===== config.mk =====
export PLATFORM = sky130hd
export DESIGN_NAME = mic_cfg
export DESIGN_NICKNAME = d
export VERILOG_FILES = /design/src/hw/rtl/magnetometer_iron_calibration_macros.svh /design/src/hw/rtl/mic_pkg.sv /design/src/hw/rtl/mic_cfg.sv
export SDC_FILE = /design/constraint.sdc
export NUM_CORES = 1
export LEC_CHECK = 0
export ABC_CLOCK_PERIOD_IN_PS = 830
export BUFFER_PORTS_ARGS = -buffer_cell sky130_fd_sc_hd__buf_4
export CORE_MARGIN = 2
export CORE_UTILIZATION = 39
export CTS_BUF_LIST = sky130_fd_sc_hd__clkbuf_8 sky130_fd_sc_hd__clkbuf_16
export CTS_CLUSTER_SIZE = 8
export DETAILED_ROUTE_END_ITERATION = 16
export PLACE_DENSITY = 0.67
export SYNTH_ARGS = -nofsm -noshare
export SYNTH_HDL_FRONTEND = slang
export SYNTH_SLANG_ARGS = --single-unit
export TNS_END_PERCENT = 20

===== constraint.sdc =====
create_clock -name clk -period 0.83 [get_ports clk]
set_clock_uncertainty 0.05 [all_clocks]
set_input_delay 0.083 -clock clk [delete_from_list [all_inputs] [get_ports clk]]
set_output_delay 0.083 -clock clk [all_outputs]
set_load 0.02 [all_outputs]

===== src/hw/rtl/magnetometer_iron_calibration_macros.svh =====
// Assertion macros for the magnetometer iron calibration block.
// Included by files that carry concurrent assertions; no other dependencies.
`ifndef MAGNETOMETER_IRON_CALIBRATION_MACROS_SVH
`define MAGNETOMETER_IRON_CALIBRATION_MACROS_SVH

// Same-cycle implication under clock and active-low reset.
`define MIC_ASSERT_IMP(label, clk, rst_n, a, b) \
	label: assert property (@(posedge clk) disable iff (!rst_n) (a) |-> (b)) \
		else $error("mic assertion failed");

// Next-cycle implication under clock and active-low reset.
`define MIC_ASSERT_NXT(label, clk, rst_n, a, b) \
	label: assert property (@(posedge clk) disable iff (!rst_n) (a) |=> (b)) \
		else $error("mic assertion failed");

`endif


===== src/hw/rtl/mic_pkg.sv =====
// Shared types and constants for the magnetometer iron calibration block.
// No dependencies; used by every module of the block.
package mic_pkg;

	localparam int RawW = 16;
	localparam int CoefW = 16;
	localparam int DiffW = 17;
	localparam int ProdW = 33;
	localparam int AccW = 35;
	localparam int QuotW = 23;
	localparam int OutW = 20;
	localparam int RegIdxW = 3;
	localparam int RegDataW = 48;

	// acc / 30720 = (acc / 2048) / 15, rounded half away from zero
	localparam int ScaleShift = 11;
	localparam logic [AccW-1:0] RoundBias = AccW'(15360);
	localparam int RecipW = 24;
	localparam logic [RecipW-1:0] Recip15 = 24'd8947849;
	localparam int RecipShift = 27;
	localparam int RecipProdW = QuotW + RecipW;

	localparam logic [OutW-1:0] OutMaxMag = 20'd524287;
	localparam logic [OutW:0] OutMinMag = 21'd524288;

	localparam logic [RegIdxW-1:0] REG_MATRIX_XX = 3'd0;
	localparam logic [RegIdxW-1:0] REG_MATRIX_YY = 3'd1;
	localparam logic [RegIdxW-1:0] REG_MATRIX_ZZ = 3'd2;
	localparam logic [RegIdxW-1:0] REG_MATRIX_XY = 3'd3;
	localparam logic [RegIdxW-1:0] REG_MATRIX_XZ = 3'd4;
	localparam logic [RegIdxW-1:0] REG_MATRIX_YZ = 3'd5;
	localparam logic [RegIdxW-1:0] REG_HARD_IRON = 3'd6;

	localparam logic signed [CoefW-1:0] RstMatrixXx = 16'sd17546;
	localparam logic signed [CoefW-1:0] RstMatrixYy = 16'sd16907;
	localparam logic signed [CoefW-1:0] RstMatrixZz = 16'sd16958;
	localparam logic signed [CoefW-1:0] RstMatrixXy = -16'sd90;
	localparam logic signed [CoefW-1:0] RstMatrixXz = -16'sd214;
	localparam logic signed [CoefW-1:0] RstMatrixYz = -16'sd132;
	localparam logic [RegDataW-1:0] RstHardIron = 48'd944892477120;

	typedef struct packed {
		logic signed [CoefW-1:0] mxx;
		logic signed [CoefW-1:0] myy;
		logic signed [CoefW-1:0] mzz;
		logic signed [CoefW-1:0] mxy;
		logic signed [CoefW-1:0] mxz;
		logic signed [CoefW-1:0] myz;
		logic [RawW-1:0] off_x;
		logic [RawW-1:0] off_y;
		logic [RawW-1:0] off_z;
	} cfg_t;

	typedef struct packed {
		logic signed [AccW-1:0] x;
		logic signed [AccW-1:0] y;
		logic signed [AccW-1:0] z;
	} acc_vec_t;

	typedef struct packed {
		logic [OutW-1:0] z;
		logic [OutW-1:0] y;
		logic [OutW-1:0] x;
	} out_vec_t;

endpackage


===== src/hw/rtl/mic_cfg.sv =====
// Configuration register file: soft-iron matrix and hard-iron offsets.
// Depends on mic_pkg.
module mic_cfg (
	input  logic                           clk,
	input  logic                           arst_n,
	input  logic                           wr_en,
	input  logic [mic_pkg::RegIdxW-1:0]    wr_index,
	input  logic [mic_pkg::RegDataW-1:0]   wr_data,
	output mic_pkg::cfg_t                  cfg
);
	import mic_pkg::*;

	cfg_t cfg_q;

	always_ff @(posedge clk or negedge arst_n) begin
		if (!arst_n) begin
			cfg_q.mxx <= RstMatrixXx;
			cfg_q.myy <= RstMatrixYy;
			cfg_q.mzz <= RstMatrixZz;
			cfg_q.mxy <= RstMatrixXy;
			cfg_q.mxz <= RstMatrixXz;
			cfg_q.myz <= RstMatrixYz;
			cfg_q.off_x <= RstHardIron[RawW-1:0];
			cfg_q.off_y <= RstHardIron[2*RawW-1:RawW];
			cfg_q.off_z <= RstHardIron[3*RawW-1:2*RawW];
		end else if (wr_en) begin
			case (wr_index)
				REG_MATRIX_XX: cfg_q.mxx <= wr_data[CoefW-1:0];
				REG_MATRIX_YY: cfg_q.myy <= wr_data[CoefW-1:0];
				REG_MATRIX_ZZ: cfg_q.mzz <= wr_data[CoefW-1:0];
				REG_MATRIX_XY: cfg_q.mxy <= wr_data[CoefW-1:0];
				REG_MATRIX_XZ: cfg_q.mxz <= wr_data[CoefW-1:0];
				REG_MATRIX_YZ: cfg_q.myz <= wr_data[CoefW-1:0];
				REG_HARD_IRON: begin
					cfg_q.off_x <= wr_data[RawW-1:0];
					cfg_q.off_y <= wr_data[2*RawW-1:RawW];
					cfg_q.off_z <= wr_data[3*RawW-1:2*RawW];
				end
				default: ;
			endcase
		end
	end

	assign cfg = cfg_q;

endmodule


Yosys cells after proc, flatten, opt, wreduce, memory -nomap -nowiden. Index checks and enable logic that the tools add are counted.

Output and inout port bits: 144. Bits in latches: 0. RAM bits: 0. Memory bits (read-only): 0. Input port bits: 54. Memories: 0. Flip-flop bits (word level): 144.

Div/mod/pow operators: 0. Muxes and demuxes: 0. Shift-type cells: 0. Multipliers: 0. Reductions and logical operators: 8. Bitwise logic cells: 0. Equal/unequal tests: 6. $add $sub $neg: 0. Magnitude comparators: 0.

Operator list (count): AND reduction 2 bit (7); == test 3 bit, second input constant (3); == test 3 x 2 -> 1 bit, second input constant (2); == test 3 x 1 -> 1 bit, second input constant (1); zero test 3 bit (1).

Longest topological paths before layout.
Word-level depth: 2. Gate-level depth with buffers: 5. Gate-level depth less buffers: 2.

Worst setup path before layout. No wires, ideal clock.

Path kind: input to register. Start: input port wr_index[0] (netlist bit). End: register cfg_q, in the netlist cfg[128]. Setup slack: -512 ps. Stages: 4. Path buffers: 2. Arrival time: 1167 ps. Setup time: 125 ps. Cells stage by stage: buf_6 nor4b_4 buf_6 mux2_4.

Longest elaborated chain between the ends: 2.

Ends and longest elaborated chain: start: declaration (RTL line mic_cfg.sv:7) `input logic [mic_pkg::RegIdxW-1:0] wr_index,`; zero test 3 bit (RTL line mic_cfg.sv:27) `case (wr_index)`; AND reduction 2 bit (no line); end: declaration (RTL line mic_cfg.sv:13) `cfg_t cfg_q;`.

Every way passes these cells. A chain may end at the register's enable or synchronous reset.

Worst setup path in the final report.
Start: register cfg_q, in the netlist cfg[138]. End: output port cfg[138] (netlist bit).

RTL lines: end: declaration (RTL line mic_cfg.sv:9) `output mic_pkg::cfg_t cfg`.

No word-level cell between the ends.

==> results.json <==
{
  "outcome": "finished, violations left",
  "violations": "setup timing",
  "crit_chain": "buf_6",
  "crit_family": "flip-flops",
  "crit_arrival_ns": 1.09,
  "max_stage_delay_ns": 0.56,
  "cts_buffer_depth": 2,
  "setup_viol": 203,
  "overflow": 0,
  "p_leak_nw": 4.31,
  "fp.coreArea_mm2": 0.0144,
  "hold_ws_ns": 0.0605,
  "grt_util_met1": 0.246,
  "rsz0062_at_grt": "true",
  "ios": 198,
  "maxSlewHeadroom": 0.809,
  "largest_reg_flops": 144,
  "areaGrowthSynthToFinish_pct": 65.6,
  "vdd_ir_drop_max_mv": 1.73,
  "period_needed_ns": 1.22,
  "synth.area.top_cells": "dfstp_2, dfrtp_1, mux2_2, mux2_4, buf_6",
  "ys.flop_type": "dfstp_2",
  "placementRows": 44,
  "yosysSeqAreaShare": 0.651,
  "ys_warn_count": 0,
  "utilization": 0.654,
  "antenna_found_initial": 0,
  "grt_pass1_vias": 4181,
  "die_y_um": 125,
  "port_buffers": 197,
  "required_ns": 0.70,
  "die_w_um": 125,
  "htreeDepth": 4,
  "slew_violations": 0,
  "clk-insertion-delay-late_ns": 0.41,
  "drv_cap": 0,
  "drc_errors": 0,
  "grt_max_degree": 33,
  "diodes": 0,
  "finalPower_mw": 26.4,
  "grtUsageMet3": 0.0636,
  "netlist_instances": 310,
  "cts_buffers": 17,
  "period_share": 1.47,
  "synth.avg_cell_area_um2": 18.4,
  "hold_class": "input port to async pin",
  "yosys_register_bits": 144,
  "critPathSlowestCell": "dfstp_2",
  "drive_gt1_frac": 0.809,
  "synth.distinct_cells": 11,
  "power_density_mw_per_mm2": 2800,
  "ys_top_cells_by_count": "mux2_2, dfstp_2, dfrtp_1, mux2_4, buf_2",
  "initial_utilization": 0.395,
  "start_kind": "flop",
  "drt_iter0_markers": 103,
  "synthArstFlopShare": 1.00,
  "synthMostInstantiatedCell": "mux2_2",
  "track_usage": 0.196,
  "crit_path_end_kind": "output pin",
  "drt-wirelength-per-cell_um": 18.6,
  "grt_pass1_wl_um": 23600,
  "gr-usage-met2": 0.320,
  "yosys.area.top_type": "dfstp_2",
  "die_area_mm2": 0.0156,
  "clkSinkCount": 144,
  "worst_slack_ns": -0.394,
  "routed_via_density": 4.71,
  "synth-edff-count": 0,
  "critPathBufInv": 1,
  "nNetsFinal": 659,
  "clockRootBuffer": "clkbuf_16",
  "top_usage_layer": "met2",
  "critPathKind": "flop to output pin",
  "netlist.area_leader.share": 0.378,
  "drt_wl_total_um": 15000,
  "worst_pin_slew_ns": 0.287,
  "hpwl_um": 9630,
  "ant_nets": 0,
  "syn_area_mm2": 0.00570,
  "clk_pin_slew_ns": 0.06,
  "vias": 3777,
  "path_max_fanout": 2,
  "first_pass_iters": 4,
  "finalHoldViolations": 0,
  "cts_tree": "yes",
  "synth_nets": 364,
  "gp_congestion": 0.737,
  "fmax_mhz": 817
}
[routing by layer]
metal  wire [um]  vias to the layer above
met5           0                        -
met4         354                        0
met3         932                       25
met2        7440                      144
met1        6230                     1900
li1            -                     1708
[worst paths after layout]
kind / start / to / slack [ns] / depth (start not counted)
max in group asynchronous: arst_n / cfg[3] / 0.15 / 3
worst max-delay path: cfg[138] / cfg[138] / -0.39 / 1
worst min register to register: cfg[18] / cfg[18] / 0.48 / 1
worst max register to register: cfg[119] / cfg[119] / -0.14 / 2
min in group clk: wr_index[0] / cfg[142] / 0.15 / 4
worst min-delay path: arst_n / cfg[120] / 0.06 / 2
[kinds of logic after synthesis]
logic type    count (synthesis)  synth area share
buf+inv                      15            0.0209
flops                       144             0.651
mux                         144             0.311
simple gates                  7            0.0176
[through the flow]
stage | TNS [ns] | worst slack, ns | instances | instance area (um2)
CTS | -50.79 | -0.410 | 798 | 9370
global placement | -57.48 | -0.511 | 703 | 7620
floorplan | -36.04 | -0.453 | 310 | 5720
finish | -48.00 | -0.394 | 802 | 9440
global route | -54.08 | -0.422 | 802 | 9440
detailed placement | -58.15 | -0.501 | 703 | 7620
[timing repair]
action,CTS,global route
hold endpoints to repair,288,0
hold buffers,49,0
pin swaps,1,3
setup endpoints to repair,183,246
gates resized for setup,154,11
setup buffers,14,4
[final cells by class]
cell class              instances  area (um2)
clock buffers                  24         522
fillers                      1001        4990
repair buffers                291        3020
well taps                     184         230
flip-flops and latches        144        3710
multi-input cells             151        1910
clock inverters                 8        51.3
[where the power goes]
| part | switching, mW | leakage (nW) | internal (mW) |
|---|---|---|---|
| logic | 3.66 | 2.42 | 5.11 |
| registers | 1.24 | 1.61 | 9.25 |
| clock network | 2.81 | 0.286 | 4.37 |
[placed cells by master (no fill, tap or decap), types with 7 or more instances in the layout]
master         instances
buf_6                157
mux2_2                93
dfstp_2               82
buf_4                 75
dfrtp_1               62
mux2_4                49
dlygate4sd3_1         49
clkbuf_16             17
buf_12                10
clkbuf_8               7
[worst register-to-register path: cells and delay by family (launching register included)]
| kind | cells | cell delay, ns |
|---|---|---|
| DFF | 1 | 0.40 |
| buffers and inverters | 1 | 0.15 |
| muxes | 1 | 0.26 |
No activity file was read; power rests on OpenSTA's default activity.
