--- config.mk ---
export PLATFORM = sky130hd
export DESIGN_NAME = mic_scale
export DESIGN_NICKNAME = d
export VERILOG_FILES = /design/src/hw/rtl/magnetometer_iron_calibration_macros.svh /design/src/hw/rtl/mic_pkg.sv /design/src/hw/rtl/mic_scale.sv
export SDC_FILE = /design/constraint.sdc
export NUM_CORES = 1
export LEC_CHECK = 0
export ABC_AREA = 1
export BUFFER_PORTS_ARGS = -buffer_cell sky130_fd_sc_hd__buf_4
export CORE_MARGIN = 2
export CORE_UTILIZATION = 64
export DETAILED_ROUTE_END_ITERATION = 16
export PLACE_DENSITY = 0.84
export RECOVER_POWER = 50
export SLEW_MARGIN = 20
export SYNTH_ARGS = -nofsm -noshare
export SYNTH_HDL_FRONTEND = slang
export SYNTH_SLANG_ARGS = --single-unit
export TNS_END_PERCENT = 1
--- constraint.sdc ---
create_clock -name clk -period 5.4 [get_ports clk]
set_input_delay 0.27 -clock clk [delete_from_list [all_inputs] [get_ports clk]]
set_output_delay 0.27 -clock clk [all_outputs]
set_load 0.02 [all_outputs]
--- src/hw/rtl/magnetometer_iron_calibration_macros.svh ---
// Assertion macros for the magnetometer iron calibration block.
// Included by files that carry concurrent assertions; no other dependencies.
`ifndef MAGNETOMETER_IRON_CALIBRATION_MACROS_SVH
`define MAGNETOMETER_IRON_CALIBRATION_MACROS_SVH

// Same-cycle implication under clock and active-low reset.
`define MIC_ASSERT_IMP(label, clk, rst_n, a, b) \
	label: assert property (@(posedge clk) disable iff (!rst_n) (a) |-> (b)) \
		else $error("mic assertion failed");

// Next-cycle implication under clock and active-low reset.
`define MIC_ASSERT_NXT(label, clk, rst_n, a, b) \
	label: assert property (@(posedge clk) disable iff (!rst_n) (a) |=> (b)) \
		else $error("mic assertion failed");

`endif

--- src/hw/rtl/mic_pkg.sv ---
// Shared types and constants for the magnetometer iron calibration block.
// No dependencies; used by every module of the block.
package mic_pkg;

	localparam int RawW = 16;
	localparam int CoefW = 16;
	localparam int DiffW = 17;
	localparam int ProdW = 33;
	localparam int AccW = 35;
	localparam int QuotW = 23;
	localparam int OutW = 20;
	localparam int RegIdxW = 3;
	localparam int RegDataW = 48;

	// acc / 30720 = (acc / 2048) / 15, rounded half away from zero
	localparam int ScaleShift = 11;
	localparam logic [AccW-1:0] RoundBias = AccW'(15360);
	localparam int RecipW = 24;
	localparam logic [RecipW-1:0] Recip15 = 24'd8947849;
	localparam int RecipShift = 27;
	localparam int RecipProdW = QuotW + RecipW;

	localparam logic [OutW-1:0] OutMaxMag = 20'd524287;
	localparam logic [OutW:0] OutMinMag = 21'd524288;

	localparam logic [RegIdxW-1:0] REG_MATRIX_XX = 3'd0;
	localparam logic [RegIdxW-1:0] REG_MATRIX_YY = 3'd1;
	localparam logic [RegIdxW-1:0] REG_MATRIX_ZZ = 3'd2;
	localparam logic [RegIdxW-1:0] REG_MATRIX_XY = 3'd3;
	localparam logic [RegIdxW-1:0] REG_MATRIX_XZ = 3'd4;
	localparam logic [RegIdxW-1:0] REG_MATRIX_YZ = 3'd5;
	localparam logic [RegIdxW-1:0] REG_HARD_IRON = 3'd6;

	localparam logic signed [CoefW-1:0] RstMatrixXx = 16'sd17546;
	localparam logic signed [CoefW-1:0] RstMatrixYy = 16'sd16907;
	localparam logic signed [CoefW-1:0] RstMatrixZz = 16'sd16958;
	localparam logic signed [CoefW-1:0] RstMatrixXy = -16'sd90;
	localparam logic signed [CoefW-1:0] RstMatrixXz = -16'sd214;
	localparam logic signed [CoefW-1:0] RstMatrixYz = -16'sd132;
	localparam logic [RegDataW-1:0] RstHardIron = 48'd944892477120;

	typedef struct packed {
		logic signed [CoefW-1:0] mxx;
		logic signed [CoefW-1:0] myy;
		logic signed [CoefW-1:0] mzz;
		logic signed [CoefW-1:0] mxy;
		logic signed [CoefW-1:0] mxz;
		logic signed [CoefW-1:0] myz;
		logic [RawW-1:0] off_x;
		logic [RawW-1:0] off_y;
		logic [RawW-1:0] off_z;
	} cfg_t;

	typedef struct packed {
		logic signed [AccW-1:0] x;
		logic signed [AccW-1:0] y;
		logic signed [AccW-1:0] z;
	} acc_vec_t;

	typedef struct packed {
		logic [OutW-1:0] z;
		logic [OutW-1:0] y;
		logic [OutW-1:0] x;
	} out_vec_t;

endpackage

--- src/hw/rtl/mic_scale.sv ---
// Scale by 1/30720 with rounding half away from zero, then saturate.
// Three pipeline stages; the last one is the output register. Depends on mic_pkg.
module mic_scale (
	input  logic                 clk,
	input  logic                 arst_n,
	input  logic                 in_valid,
	output logic                 in_ready,
	input  mic_pkg::acc_vec_t    acc,
	output logic                 out_valid,
	input  logic                 out_ready,
	output mic_pkg::out_vec_t    res
);
	import mic_pkg::*;

	logic v_s4, v_s5, v_s6;
	logic rdy4, rdy5, rdy6;
	logic signed [AccW-1:0] acc_in [3];
	logic [2:0] neg_s4, neg_s5;
	logic [QuotW-1:0] t_s4 [3];
	logic [OutW-1:0] q_s5 [3];
	logic [OutW-1:0] r_s6 [3];
	logic [AccW-1:0] mag [3];
	logic [AccW-1:0] biased [3];
	logic [RecipProdW-1:0] rp [3];
	logic [OutW-1:0] sat [3];

	assign rdy6 = !v_s6 || out_ready;
	assign rdy5 = !v_s5 || rdy6;
	assign rdy4 = !v_s4 || rdy5;
	assign in_ready = rdy4;

	assign acc_in[0] = acc.x;
	assign acc_in[1] = acc.y;
	assign acc_in[2] = acc.z;

	always_comb begin
		for (int i = 0; i < 3; i++) begin
			mag[i] = acc_in[i][AccW-1] ? AccW'(-acc_in[i]) : AccW'(acc_in[i]);
			biased[i] = mag[i] + RoundBias;
			rp[i] = RecipProdW'(t_s4[i]) * RecipProdW'(Recip15);
			if (neg_s5[i]) begin
				sat[i] = ({1'b0, q_s5[i]} > OutMinMag) ? OutMinMag[OutW-1:0]
					: OutW'(-{1'b0, q_s5[i]});
			end else begin
				sat[i] = (q_s5[i] > OutMaxMag) ? OutMaxMag : q_s5[i];
			end
		end
	end

	always_ff @(posedge clk or negedge arst_n) begin
		if (!arst_n) begin
			v_s4 <= 1'b0;
			v_s5 <= 1'b0;
			v_s6 <= 1'b0;
		end else begin
			if (rdy4) v_s4 <= in_valid;
			if (rdy5) v_s5 <= v_s4;
			if (rdy6) v_s6 <= v_s5;
		end
	end

	always_ff @(posedge clk) begin
		for (int i = 0; i < 3; i++) begin
			if (rdy4 && in_valid) begin
				neg_s4[i] <= acc_in[i][AccW-1];
				t_s4[i] <= biased[i][ScaleShift+QuotW-1:ScaleShift];
			end
			if (rdy5 && v_s4) begin
				neg_s5[i] <= neg_s4[i];
				q_s5[i] <= rp[i][RecipShift+OutW-1:RecipShift];
			end
			if (rdy6 && v_s5) begin
				r_s6[i] <= sat[i];
			end
		end
	end

	assign out_valid = v_s6;
	assign res.x = r_s6[0];
	assign res.y = r_s6[1];
	assign res.z = r_s6[2];

endmodule

Word-level counts from Yosys, hierarchy flattened
Memory sizes are Yosys's and may differ from the RTL's.
Cells that the tools add are included.
W data, S select, Z words.
Word-level totals
  output and inout bits: 62
  bits of input ports: 109
  memories: 3
  word-level logic and storage cells: 53
  RAM bits: 189
  register bits: 9
Operators by class
  add/sub/neg operators: 9
  reduce and logical (&&, ||, !) cells: 9
  $lt $le $gt $ge: 6
  muxes and demuxes: 18
  multiply operators: 3
Memories
  t_s4: words 3, width 23, rd ports 3, clocked after Yosys merged registers in 0, wr ports 3, RTL line mic_scale.sv:19  | logic [QuotW-1:0] t_s4 [3];
  q_s5: words 3, width 20, rd ports 3, clocked after Yosys merged registers in 0, wr ports 3, RTL line mic_scale.sv:20  | logic [OutW-1:0] q_s5 [3];
  r_s6: words 3, width 20, rd ports 3, clocked after Yosys merged registers in 0, wr ports 3, RTL line mic_scale.sv:21  | logic [OutW-1:0] r_s6 [3];
Operators by type and width (number)
  $mux W20: 9
  $mul A23 B24 Y47 const B: 3
  $add A34 B14 Y34 const B: 3
  $mux W34: 3
  $neg A34 Y34: 3
  $gt A20 B19 Y1 const B: 3
  $gt A20 B20 Y1 const B: 3
  $neg A20 Y20: 3
  $mux W1: 6
  $logic_and A1 B1 Y1: 3
  $logic_not A1 Y1: 3
  $logic_or A1 B1 Y1: 3

Longest topological paths before layout
  depth in word-level cells: 7
  mapped depth: 23
  depth with buffers taken out: 23

Worst setup path after synthesis
OpenSTA, ideal clock, no wires.
  path kind: register to register
  start point: mem t_s4[1][19] (netlist: t_s4[0][42])
  end point: mem q_s5[1][10] (netlist: q_s5[0][30]) (data pin)
  period minus slack after synthesis: 4712 ps
  required time: 5135 ps
  setup time: 265 ps
  slack: 688 ps
  data arrival time: 4447 ps
  buffers on the path: 0
  stages on the path, launching flop included: 19
  cell sequence: edfxtp_1 ha_1 fa_1 inv_1 fa_1 inv_1 fa_1 inv_1 fa_1 inv_1 ha_1 ha_1 nand2_1 nor2_1 inv_1 nor4_1 a21oi_1 o21ai_0 xor2_1
RTL lines (RTL line)
  from (decl): mic_scale.sv:19
  to (decl): mic_scale.sv:20

==> summary.txt <==
Crit Path Category - reg -> reg
syn avg cell area - 7.60 sq um
Top FF cell, synth - edfxtp_1
Hold Vio Cnt, Final - 0
die height - 219 um
count of different cell masters after synthesis - 52
cts bufs inserted - 17
vias in the first global route - 25435
layout cell share with drive strength beyond 1 - 7.22%
commonest non-fill, non-tap cell in the layout - nand2_1
number of synthesized register bits - 198
Routed WL per cell - 16.4 um
die footprint - 0.0480 sq mm
finished layout cell area - 0.0319 sq mm
Req. time, crit path - 5630 ps
Buffers on Ports - 170
Worst Hold Class - in -> reg
Critical Path Source Type - flip-flop
clk slew on worst S/H paths - 80 ps
FMAX - 0.192 GHz
met3 Track Usage GR - 6.03%
Mapped Cells - 3900
WL final - 76700 um
Max H-tree Level - 4
routed via count - 26135
DR vias/cell - 5.58
first-pass GRT wire length - 125000 um
layout net count - 4837
DP HPWL - 66300 um
CP max FO - 3
FP Rows - 78
area grow syn2layout - 7.71%
pin count of the biggest net entering global routing - 64
Worst-Margin Slew - 3600 ps
met1 Use GR - 42.5%
unrepaired setup endpoints after global routing - true
grt met2 use - 54.6%
# setup viols final - 0
busiest grt layer - met2
Post-synth EDFFs - 195
Initial DRT Pass Iterations - 6
CTS tree - yes
status - finished with violations
ANT nets after route - 0
hold slack - 66.9 ps
gr usage total - 32.8%
clk sinks - 198
failing checks - capacitance limit, slew limit
Register-to-Register Path Depth - 17
Die W - 219 um
Placed Instance Area - 0.0316 sq mm
syn nets - 4666
Lkg Pwr - 0.0164 uW
arrival time of data at the critical path endpoint - 5440 ps
clock tree buffer depth - 2
non-filler cells, final - 4687
Worst-Skew Late Latency - 500 ps
reg2reg start - t_s4[0][68]$_DFFE_PP_
GRT Residual Overflow - 0
Worst Setup SP - t_s4[0][68]$_DFFE_PP_
area leader, netlist - edfxtp_1
maximum capacitance violations - 5
Slew HR - -140%
GPL Wtd Cong - 1.02
fin crit period - 5220 ps
Synth area leaders - edfxtp_1, ha_1, fa_1
Setup crit end - q_s5[0][52]$_DFFE_PP_
crit end category - flip-flop
I/O Pins - 171
Final Core Density - 70.0%
starting DRC count in detailed routing - 1984
r2r setup slk - 180 ps
share of the synthesized area in the top cell type - 19.8%
Root Driver - clkbuf_16
Max Clock Skew - 17.7 ps
Period Utilization, post-route - 96.6%
placed insts - 4650
Initial Util - 65.0%
R2R Path End - q_s5[0][52]$_DFFE_PP_
power per standard cell area - 669 mW/mm^2
Netlist Area Pre-Place - 0.0296 sq mm
core area - 0.0456 sq mm
most frequent cells in the layout - nand2_1, inv_1, ha_1, nor2_1, nand3_1
Power Total - 21300 uW
Yosys warning total - 0
FFs w/ async S/R, synth - 1.52%
fin. max-slew vios - 266
DRC - 0
register area share after synthesis - 20.0%
IR Drop Worst-Case VDD - 0.000620 V
initial antenna violation count - 11
synthesized netlist by cell type, types with 9 or more instances:
library cell / number
nand2_1: 801
inv_1: 753
ha_1: 468
nor2_1: 404
o21ai_0: 203
nand3_1: 202
edfxtp_1: 195
fa_1: 189
a21oi_1: 140
xor2_1: 94
nand2_2: 62
nand4_1: 51
nor2_2: 42
nor3_1: 37
xnor2_1: 31
a21o_1: 25
nand3b_1: 17
o21ai_1: 14
o21bai_1: 14
nand3_2: 13
nor2_4: 13
buf_2: 11
o211ai_1: 11
a31oi_1: 10
nor4_1: 10
o21a_1: 10
clkbuf_1: 9
timing repair:
item                                   in CTS  in global routing
setup endpoints to repair                   0                 16
endpoints found under the hold margin       3                  0
gates resized for setup                     0                 15
setup buffers                               0                  1
hold buffers                                1                  0
per-stage QoR:
stage / setup WS (ps) / setup TNS, ps
after floorplan: 688 / 0
after global placement: 204 / 0
after detailed placement: 89.9 / 0
after CTS: 87.7 / 0
after global routing: -2.62 / -2.62
final: 184 / 0
layout make-up:
type,instances,area (sq um)
fillers,3772,13700
clock inverters,15,180
well taps,600,751
flip-flops and latches,198,5930
inverters,763,2860
multi-input cells,2912,20700
clock buffers,17,425
diodes,3,7.51
repair buffers,179,1090
flip-flops by register name, indices dropped and copies added, names as in the netlist:
register,count
t_s4,69
q_s5,60
r_s6,60
neg_s4,3
neg_s5,3
out_valid,1
v_s4,1
v_s5,1
per-layer routing:
metal / vias to the layer above / part of all wire [%]
li1: 12935 / -
met1: 12087 / 43
met2: 912 / 46
met3: 183 / 6.9
met4: 18 / 3.6
met5: - / 0.15
how the worst min path moves through the flow:
stage	startpoint	slack, ps	endpoint	cells after the start
floorplan	arst_n	-30	out_valid$_DFFE_PN0P_	0
global placement	arst_n	60	v_s4$_DFFE_PN0N_	1
detailed placement	arst_n	70	out_valid$_DFFE_PN0P_	1
CTS	in_valid	40	v_s4$_DFFE_PN0N_	3
global route	in_valid	80	v_s4$_DFFE_PN0N_	3
finish	in_valid	70	v_s4$_DFFE_PN0N_	3
power by group:
part	switching [uW]	internal (uW)	total [uW]
clock	680	623	1300
sequential	363	2650	3020
combinational	11000	6000	17000
worst max-delay path, cell delays in order, from the launching register on:
cell and delay [ps]:
edfxtp_1 460, ha_1 250, fa_1 530, inv_1 70, fa_1 620, inv_1 90
fa_1 510, fa_1 490, ha_1 310, ha_1 300, buf_4 130, nand2_1 70
nor2_1 200, inv_1 120, nor3_2 270, nand4_1 170, o2111ai_1 220, xor2_1 140
cells by family (layout without fill, tap and decap cells):
family                   Yosys count  after routing  share of synthesized area (%)
other                              0              3                              0
AND/OR/NAND/NOR                 1672           1672                           24.9
adder cells (fa/ha/maj)          657            657                           32.5
AO/OA/AOI/OAI                    457            457                           8.63
flip-flops                       198            198                           20.0
XOR/XNOR                         126            126                           3.75
buffers and inverters            790            974                           10.2
Power figures use the tool's default switching activity.
